$ cat config.mk
export PLATFORM = sky130hd
export DESIGN_NAME = cglc_front
export DESIGN_NICKNAME = d
export VERILOG_FILES = /design/src/rtl/cglc_pkg.sv /design/src/rtl/cglc_front.sv
export SDC_FILE = /design/constraint.sdc
export NUM_CORES = 1
export LEC_CHECK = 0
export BUFFER_PORTS_ARGS = -buffer_cell sky130_fd_sc_hd__buf_2
export CORE_UTILIZATION = 55
export CTS_CLUSTER_SIZE = 12
export DETAILED_ROUTE_END_ITERATION = 8
export HOLD_SLACK_MARGIN = 0.12
export PLACE_DENSITY = 0.83
export SLEW_MARGIN = 0
export SYNTH_ARGS = -nofsm -noshare
export SYNTH_HDL_FRONTEND = slang
export SYNTH_SLANG_ARGS = --single-unit
export TNS_END_PERCENT = 50
$ cat constraint.sdc
create_clock -name clk -period 6.45 [get_ports clk]
set_clock_uncertainty 0.2 [all_clocks]
set_input_delay 0.645 -clock clk [delete_from_list [all_inputs] [get_ports clk]]
set_output_delay 0.645 -clock clk [all_outputs]
set_load 0.05 [all_outputs]
$ cat src/rtl/cglc_pkg.sv
package cglc_pkg;

    // Grid geometry and string limits
    localparam int ROWS    = 32;
    localparam int COLS    = 64;
    localparam int MAX_LEN = 1024;
    localparam int GRID_N  = ROWS * COLS;
    localparam int ADDR_W  = $clog2(GRID_N);
    localparam int POS_W   = $clog2(MAX_LEN);
    localparam int ERRP_W  = 10;

    // Characters the parser recognizes
    localparam logic [7:0] CH_STAR  = 8'h2A;
    localparam logic [7:0] CH_C     = 8'h63;
    localparam logic [7:0] CH_H     = 8'h68;
    localparam logic [7:0] CH_V     = 8'h76;
    localparam logic [7:0] CH_B     = 8'h62;
    localparam logic [7:0] CH_F     = 8'h66;
    localparam logic [7:0] CH_MINUS = 8'h2D;
    localparam logic [7:0] CH_SPACE = 8'h20;

    // Status codes
    localparam logic [1:0] STS_OK     = 2'd0;
    localparam logic [1:0] STS_SYNTAX = 2'd1;
    localparam logic [1:0] STS_BOUNDS = 2'd2;

    typedef enum logic [2:0] {
        PH_CMD,
        PH_SIGN,
        PH_DIGIT1,
        PH_DIGIT2,
        PH_PEN,
        PH_DEAD
    } phase_t;

    typedef enum logic [3:0] {
        ST_INIT,
        ST_IDLE,
        ST_FEED,
        ST_LETTER,
        ST_LINE_RD,
        ST_LINE_WR,
        ST_CLEAR,
        ST_FIN,
        ST_RDWAIT,
        ST_EMIT
    } state_t;

    typedef struct packed {
        logic       action;
        logic [7:0] ch;
        logic       last;
        logic [7:0] row;
        logic [7:0] col;
    } item_t;

    // Back to front queue control
    typedef struct packed {
        logic pop;
        logic hold;
    } q_ctrl_t;

endpackage

$ cat src/rtl/cglc_front.sv
module cglc_front
    import cglc_pkg::*;
(
    input  logic       clk,
    input  logic       rst_n,
    input  logic       cmd_valid,
    output logic       cmd_stall,
    input  logic       action,
    input  logic [7:0] char_in,
    input  logic       last_char,
    input  logic [7:0] read_row,
    input  logic [7:0] read_col,
    input  q_ctrl_t    ctrl,
    output logic       q_valid,
    output item_t      q_item
);

    item_t      q_mem_reg [2];
    logic       wr_ptr_reg, rd_ptr_reg;
    logic [1:0] count_reg;
    logic       push, pop;

    // Accept when there is room and the back is not sweeping after reset
    assign cmd_stall = (count_reg == 2'd2) || ctrl.hold;
    assign push      = cmd_valid && !cmd_stall;
    assign pop       = ctrl.pop && (count_reg != 2'd0);
    assign q_valid   = (count_reg != 2'd0);
    assign q_item    = q_mem_reg[rd_ptr_reg];

    // Queue storage
    always_ff @(posedge clk)
    begin
        if (push)
        begin
            q_mem_reg[wr_ptr_reg] <= '{action: action, ch: char_in, last: last_char,
                                       row: read_row, col: read_col};
        end
    end

    // Pointers and fill count
    always_ff @(posedge clk or negedge rst_n)
    begin
        if (!rst_n)
        begin
            wr_ptr_reg <= 1'b0;
            rd_ptr_reg <= 1'b0;
            count_reg  <= 2'd0;
        end
        else
        begin
            if (push)
                wr_ptr_reg <= !wr_ptr_reg;
            if (pop)
                rd_ptr_reg <= !rd_ptr_reg;
            count_reg <= count_reg + 2'(push) - 2'(pop);
        end
    end

endmodule

==> summary.txt <==
Status
  – Outcome: complete, no violations

Synthesis
  – Number of library cell types mapped by synthesis: 14
  – Synth Cell Area: 2170 um^2
  – Seq cells post-synth: between 50 and 60
  – Ys Warns: 0
  – Syn_nets: about 130
  – Synth Area per Inst: 21.7 um^2
  – Seq/Total Area, Yosys: 0.765
  – Cells after synthesis: 100

Finish
  – Net count, final: 199
  – Synth-to-Final Area Change: 21.4%
  – Share of cells above drive strength 1: 0.593
  – Most common cell after layout, fill and taps aside: buf_2
  – # diodes: 0
  – Largest register FFs: 52
  – Most frequent cells in the layout: buf_2, edfxtp_1, mux2_4

Floorplanning
  – Full die area: approximately 4200 um^2
  – I/O pins: approximately 60
  – Core area: ~3700 um^2
  – Rows: 22
  – Initial Utilization: 0.585
  – DIE HEIGHT: between 60 and 70 um
  – Die width: between 60 and 70 um

CTS
  – H-Tree Level Count: 2
  – CTS tree: built
  – Setup Buffers After CTS: 0
  – Clk Latency, worst-skew pair: 0.30 ns
  – CTS Buf Count: 5
  – Worst-path clk slew: about 0.09 ns
  – CTS sink count: between 50 and 60
  – Clock root buffer: clkbuf_8
  – Max Buffers Root-to-Sink: 2
  – Post-cts sizing count: 0

Min path
  – Hold crit path type: flip-flop to flip-flop

Global route
  – GRT Total Usage: 0.171
  – Total grt overflow: 0
  – Vias in the first global route: around 1100
  – Largest net degree at the start of global routing: 23
  – Global-route wire length before repair: roughly 5100 um
  – Antenna violations before repair: 0

Drt
  – Routed vias: around 1100
  – Iteration-0 DRC Markers: 37
  – First drt pass iteration count: 4
  – Routed WL: around 3100 um
  – Drt drc: 0
  – Post-route ant nets: 0
  – Via density: 5.05
  – Routed length per placed instance: around 15 um

STA
  – Worst-Margin Slew: roughly 0.42 ns
  – RSZ-0062 raised after global routing: false
  – Max Fclk: roughly 370 MHz
  – Fin. max-slew vios: 0
  – Final setup viols: 0
  – Post-route worst hold slack: roughly 0.32 ns
  – Tmin final: approximately 2.7 ns
  – Final hold violation count: 0
  – Setup TNS: 0 ns
  – Fin crit share: 0.419
  – Worst slew margin: 0.723

Setup path
  – Worst Path Buf+Inv: 2
  – Startpoint types: flip-flop
  – Worst path slowest cell: dfrtp_1
  – Crit path max fanout: 22
  – CP required: between 5 and 6 ns
  – CP arrival: approximately 1.9 ns
  – Top delay family on crit path: buffers and inverters
  – Crit-path max cell delay: between 0.5 and 0.6 ns
  – Setup CP Type: flip-flop to output port
  – Crit-path cells: buf_4 -> mux2_2 -> buf_2
  – Critical Path End Type: output port

Pwr
  – Clock Power Share: 0.179
  – Pleak: about 1.1 nW
  – Power density cells: around 460 nW/um^2
  – Peak VDD IR: about 260 uV
  – Sw Share: 0.389
  – Logic pwr share: 0.425
  – Net switching power: roughly 0.47 mW
  – Flop pwr share: 0.396
  – P_int: between 0.7 and 0.8 mW

Place
  – Final Wtd Congestion: 0.637
  – IO buf count: between 50 and 60
  – Dpl hpwl: 2270 um

Run
  – Max-cap violation count: 0
## through the flow
| stage | cells | util | total power, mW | setup WS [ns] | instance area (um^2) |
|---|---|---|---|---|---|
| 3_3_place_gp | 206 | 0.677 | 1.00 | 4.14 | 2520 |
| 6_report | 215 | 0.710 | 1.22 | 3.74 | 2640 |
| 4_1_cts | 215 | 0.710 | 1.23 | 3.72 | 2640 |
| 5_1_grt | 215 | 0.710 | 1.27 | 3.64 | 2640 |
| 2_1_floorplan | 100 | - | 0.933 | 3.84 | 2170 |
| 3_5_place_dp | 206 | 0.677 | 1.02 | 4.07 | 2520 |
## kinds of logic after synthesis
| group | Yosys count | share of synthesized area |
|---|---|---|
| muxes | 26 | 0.168 |
| xor gates and xnor gates | 4 | 0.0161 |
| DFF | 56 | 0.765 |
| and+or+nand+nor | 7 | 0.0207 |
| buffers and inverters | 5 | 0.0190 |
| adders and majority gates | 2 | 0.0115 |
## path summary, 6_finish.rpt
check | start | cells after the start | endpoint | slack, ns
setup / recovery | rd_ptr_reg | 3 | q_item[4] | 3.74
hold / removal | count_reg[1] | 1 | count_reg[1] | 0.32
setup reg to reg | count_reg[1] | 4 | q_mem_reg[1][7] | 4.45
hold reg to reg | count_reg[1] | 1 | count_reg[1] | 0.32
max in group asynchronous | rst_n | 2 | rd_ptr_reg | 5.48
min in group asynchronous | rst_n | 2 | count_reg[0] | 0.45
## power by group through the flow
stage / clock [mW] / sequential [mW] / combinational, mW
2_1_floorplan: 0 / 0.480 / 0.453
3_3_place_gp: 0 / 0.488 / 0.514
3_5_place_dp: 0 / 0.493 / 0.523
4_1_cts: 0.224 / 0.485 / 0.525
5_1_grt: 0.236 / 0.490 / 0.545
6_report: 0.219 / 0.484 / 0.519
## timing repair
item	4_1_cts	5_1_grt
hold buffers	1	0
endpoints found under the hold margin	4	0
endpoints found under the setup margin	0	0
## cell usage after synthesis
cell | n | area (um^2)
dfrtp_1 | 4 | 100
nand2b_1 | 2 | 12.5
mux2_4 | 19 | 285
inv_1 | 2 | 7.51
buf_6 | 3 | 33.8
xnor2_1 | 3 | 26.3
nor2_1 | 2 | 7.51
or2_4 | 1 | 8.76
edfxtp_1 | 52 | 1560
and2_4 | 1 | 8.76
xor2_1 | 1 | 8.76
nand3b_1 | 1 | 7.51
mux2_2 | 7 | 78.8
ha_1 | 2 | 25.0
## metal layers
metal / global-route usage / routed length, um
met1: 0.189 / 1250
met2: 0.296 / 1590
met3: 0.0475 / 239
met4: 0.0972 / 61
met5: 0 / 0
## area by class of cell
| class | instances | area (um^2) |
|---|---|---|
| Timing Repair Buffer | 62 | 323 |
| Clock buffer | 5 | 68.8 |
| Fill cell | 248 | 1080 |
| Inverter | 2 | 7.51 |
| Multi-Input combinational cell | 39 | 474 |
| Sequential cell | 56 | 1660 |
| Tap cell | 48 | 60.1 |
| Clock inverter | 3 | 42.5 |
## worst reg2reg max path: cells and delay by family (launching register included)
kind / cells / cell delay, ns
simple gates: 3 / 0.72
flops: 1 / 0.42
buf+inv: 1 / 0.35
(Power assumes the default switching activity.)
